[config.mk]
export PLATFORM = sky130hd
export DESIGN_NAME = mode_and_multiplicity_finder_unit
export DESIGN_NICKNAME = d
export VERILOG_FILES = /design/src/design/mamf_pkg.sv /design/src/design/mode_and_multiplicity_finder_unit.sv /design/src/design/mamf_dp.sv /design/src/design/mamf_ctrl.sv
export SDC_FILE = /design/constraint.sdc
export NUM_CORES = 1
export LEC_CHECK = 0
export BUFFER_PORTS_ARGS = -buffer_cell sky130_fd_sc_hd__buf_2
export CAP_MARGIN = 10
export CORE_ASPECT_RATIO = 0.75
export CORE_MARGIN = 5
export CORE_UTILIZATION = 60
export CTS_BUF_LIST = sky130_fd_sc_hd__clkbuf_2
export CTS_CLUSTER_DIAMETER = 200
export DETAILED_ROUTE_END_ITERATION = 6
export GPL_TIMING_DRIVEN = 0
export PLACE_DENSITY = 0.78
export SYNTH_ARGS = -nofsm -noshare
export SYNTH_HDL_FRONTEND = slang
export SYNTH_SLANG_ARGS = --single-unit
[constraint.sdc]
create_clock -name clk -period 7.15 [get_ports clk]
set_input_delay 1.0725 -clock clk [delete_from_list [all_inputs] [get_ports clk]]
set_output_delay 1.0725 -clock clk [all_outputs]
set_load 0.1 [all_outputs]
[src/design/mamf_pkg.sv]
// ---------------------------------------------------------------------------
// mamf_pkg
// Shared widths and the command/status bundles that pass between the mode
// finder controller and its datapath.
// ---------------------------------------------------------------------------
package mamf_pkg;

    localparam int VALUE_W    = 32;
    localparam int MULT_W     = 5;
    localparam int IN_DATA_W  = 32;
    localparam int OUT_DATA_W = 40;
    localparam int OUT_PAD_W  = OUT_DATA_W - VALUE_W - MULT_W;

    // Controller to datapath
    typedef struct packed {
        logic load;     // input transfer: store the sample
        logic start;    // input transfer closes the set: clear the running best
        logic issue;    // issue the next (i, j) compare pair
        logic publish;  // copy the best pair into the output register
    } mamf_cmd_t;

    // Datapath to controller
    typedef struct packed {
        logic issue_last;  // current pair is the final one of the set
    } mamf_status_t;

endpackage

[src/design/mode_and_multiplicity_finder_unit.sv]
// ---------------------------------------------------------------------------
// mode_and_multiplicity_finder_unit
// Finds the most frequent value of a loaded set and how often it occurs.
// ---------------------------------------------------------------------------
// Usage:
//   Samples arrive on the s_ stream, one 32-bit signed value per transfer;
//   the transfer with s_tlast high closes the set. Up to MAX_ITEMS values are
//   kept, later ones in the same set are dropped (tlast still closes it).
//   One result per set leaves on the m_ stream: mode value and multiplicity,
//   the earliest loaded value winning on ties.
//   Samples are taken back to back while loading. After the closing transfer
//   the block sweeps every (i, j) pair of stored values, one compare per cycle
//   through a dual-read store, then drains the read stage and, once the output
//   register is free, registers the result there and raises m_tvalid with it.
//   s_tready is low from the closing transfer until the result is registered,
//   so no sample of the next set is taken while a set is swept.
//   The output register holds the result while the receiver stalls; loading
//   of the next set proceeds meanwhile, and only the hand-off of the next
//   result waits for the transfer. Reset empties the set, drops any pending
//   result and needs no clearing pass.
// ---------------------------------------------------------------------------
module mode_and_multiplicity_finder_unit
    import mamf_pkg::*;
#(
    parameter int MAX_ITEMS = 16
)
(
    input  logic                  clk,
    input  logic                  rst_n,
    input  logic                  s_tvalid,
    output logic                  s_tready,
    input  logic [IN_DATA_W-1:0]  s_tdata,   // [31:0] sample_value
    input  logic                  s_tlast,   // last_sample
    output logic                  m_tvalid,
    input  logic                  m_tready,
    output logic [OUT_DATA_W-1:0] m_tdata    // [31:0] mode_value, [36:32] multiplicity
);

    mamf_cmd_t    cmd;
    mamf_status_t st;

    mamf_ctrl u_ctrl (
        .clk      (clk),
        .rst_n    (rst_n),
        .s_tvalid (s_tvalid),
        .s_tlast  (s_tlast),
        .s_tready (s_tready),
        .m_tvalid (m_tvalid),
        .m_tready (m_tready),
        .cmd      (cmd),
        .st       (st)
    );

    mamf_dp #(
        .MAX_ITEMS (MAX_ITEMS)
    ) u_dp (
        .clk     (clk),
        .rst_n   (rst_n),
        .cmd     (cmd),
        .st      (st),
        .s_tdata (s_tdata),
        .m_tdata (m_tdata)
    );

endmodule

[src/design/mamf_dp.sv]
// ---------------------------------------------------------------------------
// mamf_dp
// Sample store, compare-pair address counters, registered read stage,
// occurrence counter, running best and the output register.
// ---------------------------------------------------------------------------
module mamf_dp
    import mamf_pkg::*;
#(
    parameter int MAX_ITEMS = 16
)
(
    input  logic                  clk,
    input  logic                  rst_n,
    input  mamf_cmd_t             cmd,
    output mamf_status_t          st,
    input  logic [IN_DATA_W-1:0]  s_tdata,
    output logic [OUT_DATA_W-1:0] m_tdata
);

    localparam int AW = (MAX_ITEMS > 1) ? $clog2(MAX_ITEMS) : 1;
    localparam int CW = $clog2(MAX_ITEMS + 1);

    logic [VALUE_W-1:0] store_mem [MAX_ITEMS];

    logic [CW-1:0]      fill_reg, fill_next;
    logic [AW-1:0]      i_reg, i_next;
    logic [AW-1:0]      j_reg, j_next;
    logic               v1_reg, end1_reg;
    logic [VALUE_W-1:0] di_reg, dj_reg;
    logic [CW-1:0]      cnt_reg, cnt_next;
    logic [CW-1:0]      best_count_reg, best_count_next;
    logic [VALUE_W-1:0] best_value_reg, best_value_next;
    logic [VALUE_W-1:0] out_value_reg;
    logic [MULT_W-1:0]  out_count_reg;

    logic [AW-1:0]      last_idx;
    logic               not_full;
    logic               j_wrap;
    logic               eq;
    logic [CW-1:0]      cnt_sum;

    assign last_idx = AW'(fill_reg - CW'(1));
    assign not_full = (fill_reg < CW'(MAX_ITEMS));
    assign j_wrap   = (j_reg == last_idx);
    assign eq       = (di_reg == dj_reg);
    assign cnt_sum  = cnt_reg + CW'(eq);

    assign st.issue_last = (i_reg == last_idx) && j_wrap;

    // Store write port and the two registered read ports
    always_ff @(posedge clk)
    begin
        if (cmd.load && not_full)
        begin
            store_mem[fill_reg[AW-1:0]] <= s_tdata;
        end
        di_reg <= store_mem[i_reg];
        dj_reg <= store_mem[j_reg];
    end

    always_comb
    begin
        fill_next = fill_reg;
        if (cmd.publish)
        begin
            fill_next = '0;
        end
        else if (cmd.load && not_full)
        begin
            fill_next = fill_reg + CW'(1);
        end

        i_next = '0;
        j_next = '0;
        if (cmd.issue)
        begin
            if (j_wrap)
            begin
                i_next = i_reg + AW'(1);
            end
            else
            begin
                i_next = i_reg;
                j_next = j_reg + AW'(1);
            end
        end

        cnt_next        = cnt_reg;
        best_count_next = best_count_reg;
        best_value_next = best_value_reg;
        if (v1_reg)
        begin
            cnt_next = end1_reg ? '0 : cnt_sum;
            // strict compare keeps the earliest value on ties
            if (end1_reg && (cnt_sum > best_count_reg))
            begin
                best_count_next = cnt_sum;
                best_value_next = di_reg;
            end
        end
        if (cmd.start)
        begin
            best_count_next = '0;
        end
    end

    always_ff @(posedge clk or negedge rst_n)
    begin
        if (!rst_n)
        begin
            fill_reg       <= '0;
            i_reg          <= '0;
            j_reg          <= '0;
            v1_reg         <= 1'b0;
            end1_reg       <= 1'b0;
            cnt_reg        <= '0;
            best_count_reg <= '0;
        end
        else
        begin
            fill_reg       <= fill_next;
            i_reg          <= i_next;
            j_reg          <= j_next;
            v1_reg         <= cmd.issue;
            end1_reg       <= cmd.issue && j_wrap;
            cnt_reg        <= cnt_next;
            best_count_reg <= best_count_next;
        end
    end

    always_ff @(posedge clk)
    begin
        best_value_reg <= best_value_next;
        if (cmd.publish)
        begin
            out_value_reg <= best_value_reg;
            out_count_reg <= MULT_W'(best_count_reg);
        end
    end

    assign m_tdata = {{OUT_PAD_W{1'b0}}, out_count_reg, out_value_reg};

    a_fill_bound: assert property (@(posedge clk) disable iff (!rst_n)
        fill_reg <= CW'(MAX_ITEMS))
        else $error("fill count past store depth");

    a_cnt_bound: assert property (@(posedge clk) disable iff (!rst_n)
        cnt_reg <= fill_reg)
        else $error("occurrence count exceeds set size");

    a_issue_filled: assert property (@(posedge clk) disable iff (!rst_n)
        cmd.issue |-> (fill_reg != '0))
        else $error("compare issued on an empty set");

endmodule

[src/design/mamf_ctrl.sv]
// ---------------------------------------------------------------------------
// mamf_ctrl
// Sequencer: load the set, sweep all compare pairs, drain the read stage,
// then hand the result to the output register.
// ---------------------------------------------------------------------------
module mamf_ctrl
    import mamf_pkg::*;
(
    input  logic         clk,
    input  logic         rst_n,
    input  logic         s_tvalid,
    input  logic         s_tlast,
    output logic         s_tready,
    output logic         m_tvalid,
    input  logic         m_tready,
    output mamf_cmd_t    cmd,
    input  mamf_status_t st
);

    typedef enum logic [1:0] {
        ST_LOAD,
        ST_SCAN,
        ST_DRAIN,
        ST_PUBLISH
    } state_t;

    state_t state_reg, state_next;
    logic   m_tvalid_reg, m_tvalid_next;
    logic   out_free;

    assign out_free = !m_tvalid_reg || m_tready;

    always_comb
    begin
        state_next = state_reg;
        cmd        = '0;
        s_tready   = 1'b0;
        case (state_reg)
            ST_LOAD:
            begin
                s_tready  = 1'b1;
                cmd.load  = s_tvalid;
                cmd.start = s_tvalid && s_tlast;
                if (s_tvalid && s_tlast)
                begin
                    state_next = ST_SCAN;
                end
            end
            ST_SCAN:
            begin
                cmd.issue = 1'b1;
                if (st.issue_last)
                begin
                    state_next = ST_DRAIN;
                end
            end
            ST_DRAIN:
            begin
                // last compare pair is in the read stage
                state_next = ST_PUBLISH;
            end
            ST_PUBLISH:
            begin
                cmd.publish = out_free;
                if (out_free)
                begin
                    state_next = ST_LOAD;
                end
            end
            default:
            begin
                state_next = ST_LOAD;
            end
        endcase

        m_tvalid_next = m_tvalid_reg;
        if (cmd.publish)
        begin
            m_tvalid_next = 1'b1;
        end
        else if (m_tready)
        begin
            m_tvalid_next = 1'b0;
        end
    end

    always_ff @(posedge clk or negedge rst_n)
    begin
        if (!rst_n)
        begin
            state_reg    <= ST_LOAD;
            m_tvalid_reg <= 1'b0;
        end
        else
        begin
            state_reg    <= state_next;
            m_tvalid_reg <= m_tvalid_next;
        end
    end

    assign m_tvalid = m_tvalid_reg;

    a_no_load_while_scan: assert property (@(posedge clk) disable iff (!rst_n)
        s_tready |-> !cmd.issue)
        else $error("input accepted during pair sweep");

    a_publish_free: assert property (@(posedge clk) disable iff (!rst_n)
        cmd.publish |-> (!m_tvalid_reg || m_tready))
        else $error("result overwritten before transfer");

    a_sweep_end: assert property (@(posedge clk) disable iff (!rst_n)
        (state_reg == ST_SCAN && st.issue_last) |=> (state_reg == ST_DRAIN && !cmd.issue))
        else $error("sweep did not stop after last pair");

endmodule

; ---- Word level (Yosys, flattened, before mapping)
; Memories as Yosys holds them, arrays and structs flattened. A register that Yosys moved wholly into a read port is not among the register bits.
; Cells that the tools add are included.
[op_classes]
n_addsub = 5
order_cmp = 2
n_eq_ne = 10
mux = 22
n_reduce_logical = 15
[op_table]
columns = cell, n
row1 = 32-bit equality test, 1
row2 = 5-bit two-way mux, 6
row3 = 4-bit two-way mux, 4
row4 = "4-bit by 1-bit adder with 4-bit output, second input constant", 2
row5 = 4-bit equality test, 2
row6 = 2-bit two-way mux, 4
row7 = 2-bit case mux with 4 select lines, 1
row8 = 2-bit nonzero test, 4
row9 = 1-bit two-way mux, 7
row10 = 5-bit by 1-bit adder with 5-bit output, 1
row11 = "5-bit by 1-bit adder with 5-bit output, second input constant", 1
row12 = 5-bit greater-than comparator, 1
row13 = 1-bit logical AND, 5
row14 = "5-bit < comparator, second input constant", 1
row15 = "2-bit equality test, second input constant", 2
row16 = "2-bit by 1-bit != test with 1-bit output, second input constant", 2
row17 = "2-bit != test, second input constant", 2
row18 = 2-bit AND reduction, 2
row19 = "4-bit by 1-bit subtractor with 4-bit output, second input constant", 1
row20 = 3-bit AND reduction, 1
row21 = "2-bit by 1-bit equality test with 1-bit output, second input constant", 1
row22 = 2-bit zero test, 1
row23 = 1-bit zero test, 1
row24 = 1-bit logical OR, 1
[totals]
ff_bits = 97
ramBits = 512
in_bits = 37
word_cells = 67
mem_count = 1
[mem_list]
columns = memory, words, width, read_ports, rd_clocked_by_memory_dff, wr, line
row1 = u_dp.store_mem, 16, 32, 2, 2, 1, mamf_dp.sv:23  ; logic [VALUE_W-1:0] store_mem [MAX_ITEMS];

; ---- Longest topological paths before layout
[depth]
depth_word = 7
mapped_depth = 14
depth_no_buf = 14

; ---- Cells and area by module
; Synthesis repeated with hierarchy kept, for this count alone.
[hier_totals]
cells_unflattened = 1704
hier_area_um2 = 29294.3
[by_module_without_submodules]
columns = module, n_inst, cells_each, area_per_inst_um2
row1 = mamf_dp, 1, 1681, 29036.6
row2 = mamf_ctrl, 1, 23, 257.7

; ---- Worst setup path after synthesis
; No wires, ideal clock.
[synth_timing]
path_type = reg2reg
startpoint = reg u_ctrl.state_reg[0]
endpoint = mem u_dp.store_mem[3][0] (enable)
t_arrival_ps = 4198
required_time_ps = 6689
slack_ps = 2491
path_stages_with_launch = 7
n_path_buf = 0
period_less_slack_ps = 4659
path_cell_list = dfrtp_1 > inv_1 > ha_1 > nand2_1 > nor2_1 > nand2_1 > nor3_1
[synth_between]
elab_chain_len = 5
[synth_lines]
columns = item, line
row1 = from (decl), mamf_ctrl.sv:27  ; state_t state_reg, state_next;
row2 = from (signal assigned), mamf_ctrl.sv:96  ; state_reg <= state_next;
row3 = 2-bit zero test, mamf_ctrl.sv:38  ; case (state_reg)
row4 = 2-bit two-way mux, mamf_ctrl.sv:38
row5 = 1-bit logical AND, mamf_dp.sv:53  ; if (cmd.load && not_full)
row6 = 1-bit two-way mux, mamf_dp.sv:53
row7 = 1-bit two-way mux (not written as such), mamf_dp.sv:55  ; store_mem[fill_reg[AW-1:0]] <= s_tdata;
row8 = to (decl), mamf_dp.sv:23
; Every way passes these cells.

; ---- Worst setup path after layout
[layout_timing]
startpoint = reg u_dp.di_reg[29], read port of u_dp.store_mem
endpoint = reg u_dp.best_value_reg[7] (enable)
[layout_between]
elab_chain_len = 5
[layout_lines]
columns = item, line
row1 = from (decl), mamf_dp.sv:29  ; logic [VALUE_W-1:0] di_reg, dj_reg;
row2 = 32-bit equality test, mamf_dp.sv:45  ; assign eq = (di_reg == dj_reg);
row3 = 5-bit by 1-bit adder with 5-bit output, mamf_dp.sv:46  ; assign cnt_sum = cnt_reg + CW'(eq);
row4 = 5-bit greater-than comparator, mamf_dp.sv:95  ; if (end1_reg && (cnt_sum > best_count_reg))
row5 = 1-bit logical AND, mamf_dp.sv:95
row6 = 2-bit AND reduction (no line), n/a
row7 = to (signal assigned), mamf_dp.sv:133  ; best_value_reg <= best_value_next;
row8 = to (decl), mamf_dp.sv:32  ; logic [VALUE_W-1:0] best_value_reg, best_value_next;
; Every way passes these cells.
; A chain may end at the register's enable or synchronous reset.

==> reports/metrics.csv <==
metric;value;unit
fill_cells;3057;
synth.distinct_cells;42;
dieArea;52560;µm²
finalMaxSlewViolations;0;
tritoncts;yes;
gp_congestion;0.8417;
drt-total-wl;76490;µm
cts.sinks;673;
slowest_delay;0.56;ns
crit_arrival;5.47;ns
grtUsageMet2;45.82;%
clk_pin_slew;0.11;ns
clockBufferDepth;3;
status;finished clean;
core;47400;µm²
vias;17100;
grt_pass1_vias;17330;
synthToLayoutAreaGrowth;11.98;%
skew;0.08680;ns
top_usage_layer;met2;
synth_mux_area_share;22.30;%
fin_total_pwr;6.943;mW
numCtsBuffers;156;
critPathBufInv;2;
critPathTopFamily;simple AND/OR/NAND/NOR gates;
synthFlopType;edfxtp_1;
root_buffer;clkbuf_2;
yosys-top-cells-area;edfxtp_1 61%, mux4_2 18%, dfxtp_1 4.4%;
fin_nets;1836;
synth-compound-area-share;3.838;%
synthSimpleGateAreaFrac;1.915;%
wire_per_inst;29.90;µm
power_density;215.1;nW/µm²
finalSetupViolations;0;
period_minus_slack;4.629;ns
antenna_left;0;
clk_latency;1.22;ns
fin_area;32270;µm²
hold_viol_final;0;
grt-ovfl-total;0;
dpl_cell_area;30700;µm²
die_h;199.8;µm
fin_cells;2558;
synthAdderAreaFrac;0.7816;%
tns;0;ns
yosysWarningCount;0;
largest_register_ffs;512;
fin_util;68.08;%
drv_cap;0;
ir_drop;0.1553;mV
synth_top_family_by_area;multiplexers;
num_rows;69;
cts_setup_buffers;0;
required;7.99;ns
synth_xor_area_share;1.685;%
grt_pass1_wl;111500;µm
met3_usage;8.675;%
worstPathCellList;xor2_1, nor4_1, nand4_1, nor2_1, ha_1, ha_1, nand3_1, xnor2_1, ha_1, and3_1, nand3_1, o2111ai_2, inv_2, buf_12;
grt_max_degree;30;
hpwl;51110;µm
drt_iter0_markers;2602;
post_drt_via_cell_ratio;6.684;
drc_errors;0;
leakage;11.73;nW
start_util;60.80;%
yosys.area.top_type_share;60.54;%
track_usage;29.23;%
end_kind;flop;
maxSlewHeadroom;17.17;%
dp_cells;2261;
worstSetupPathType;flop to flop;
synthCells;1513;
fmax;216.0;MHz
crit_top_cell;ha_1;
use_met1;40.92;%
ys_seq_area_share;67.42;%
port_buffers;75;
tightest_slew;1.243;ns
syn_area_per_cell;19.05;µm²
post-route-period-util;64.75;%
antenna_found_initial;5;
cp-start-kind;flop;
critPathMaxFanout;24;
slowest_stage;nor4_1;
synth_edf_count;581;
ys_seq_elements;673;
htreeDepth;4;
drive_above_1_share;36.34;%
cts_resized;0;
firstDrtPassIters;6;
rsz0062_at_grt;false;
synthArstFlopShare;4.160;%
synth_area;28820;µm²
die_w;263.1;µm
boundaryPins;79;
hold_class;input pin to flop;
yosys.area.top_type;edfxtp_1;
## layout by cell type (no fill, tap or decap), drive strengths merged, types with 3 or more instances in the layout
cell and n:
edfxtp 581, clkbuf 300, mux4 224, buf 156, mux2i 101, o21ai 71, dfxtp 64, nand2 44
xor2 41, a21oi 33, mux2 33, a221oi 32, a22oi 32, clkinv 31, nor2 31, dfrtp 28
inv 22, ha 18, xnor2 11, nor4 9, and2 6, nor3 5, nand3 5, nand3b 5
bufinv 5, diode 4, nand2b 4, nor2b 3, a211oi 3, nand4 3, conb 3
## cell families after synthesis
kind of cell               count (synthesis)
AOI/OAI and AO/OA                        175
DFF                                      673
and+or+nand+nor                          118
other                                      1
adders and majority gates                 18
xor gates and xnor gates                  53
buffers and inverters                    117
muxes                                    358
## routing by layer
layer	part of all wire [%]	vias up
li1	-	6913
met1	38	8789
met2	47	1229
met3	12	164
met4	2.7	2
met5	0.026	-
## what timing repair did
action	in CTS	in global routing
hold buffers	1	0
endpoints found under the setup margin	0	0
endpoints found under the hold margin	28	0
## Yosys cell counts, types with 2 or more instances
library cell,instances
a211oi_1,3
a21oi_1,33
a221oi_1,32
a22oi_1,32
and2_1,6
and3_1,2
buf_1,2
buf_2,29
buf_4,7
buf_6,10
clkbuf_1,52
dfrtp_1,28
dfxtp_1,64
edfxtp_1,581
ha_1,18
inv_1,16
mux2_2,32
mux2i_1,101
mux4_2,224
nand2_1,44
nand2b_1,4
nand3_1,5
nand3b_1,5
nand4_1,3
nor2_1,31
nor2b_1,3
nor3_1,4
nor4_1,9
o21ai_0,71
xnor2_1,10
xor2_1,41
## worst paths after layout
check                                                 start                               end  slack, ns  depth (start not counted)
max                                 u_dp.di_reg[29]$_DFF_P_  u_dp.best_value_reg[7]$_DFFE_PP_       2.52                         14
min                                                m_tready       u_ctrl.m_tvalid$_DFFE_PN0P_       0.20                          3
max reg2reg                         u_dp.di_reg[29]$_DFF_P_  u_dp.best_value_reg[7]$_DFFE_PP_       2.52                         14
min reg2reg                u_dp.best_value_reg[9]$_DFFE_PP_   u_dp.out_value_reg[9]$_DFFE_PP_       0.42                          0
max in group asynchronous                             rst_n           u_dp.j_reg[2]$_DFF_PN0_       6.27                          2
min in group asynchronous                             rst_n      u_dp.fill_reg[3]$_DFFE_PN0P_       0.43                          2
## final cells by class
type,count,area [µm²],share of cell area [%]
well taps,639,799.5,2.478
flip-flops and latches,673,19430,60.21
multi-input cells,725,8917,27.63
inverters,16,60.06,0.1861
plain buffers,101,529.3,1.640
clock buffers,248,1241,3.846
clock inverters,44,307.8,0.9538
diodes,4,10.01,0.03102
repair buffers,108,975.9,3.024
## tightest hold or removal path, delay by kind of cell
kind / cells / cell delay [ns]
buffers and inverters: 1 / 0.07
and+or+nand+nor: 2 / 0.19
## metrics by stage
step | setup slack, ns | hold WS (ns)
finish | 2.521 | 0.2009
global route | 2.448 | 0.1324
CTS | 2.697 | 0.1081
detailed placement | 2.739 | 0.4045
global placement | -0.6133 | 0.4005
floorplan | 2.491 | 0.4003
## report_power, final
| part | total [mW] | switching [mW] | internal [mW] |
|---|---|---|---|
| Sequential | 4.25 | 0.0000000000000000129 | 4.25 |
| Combinational | 0.0592 | 0.0503 | 0.00881 |
| Clock | 2.64 | 1.54 | 1.10 |
(Power assumes the default switching activity.)
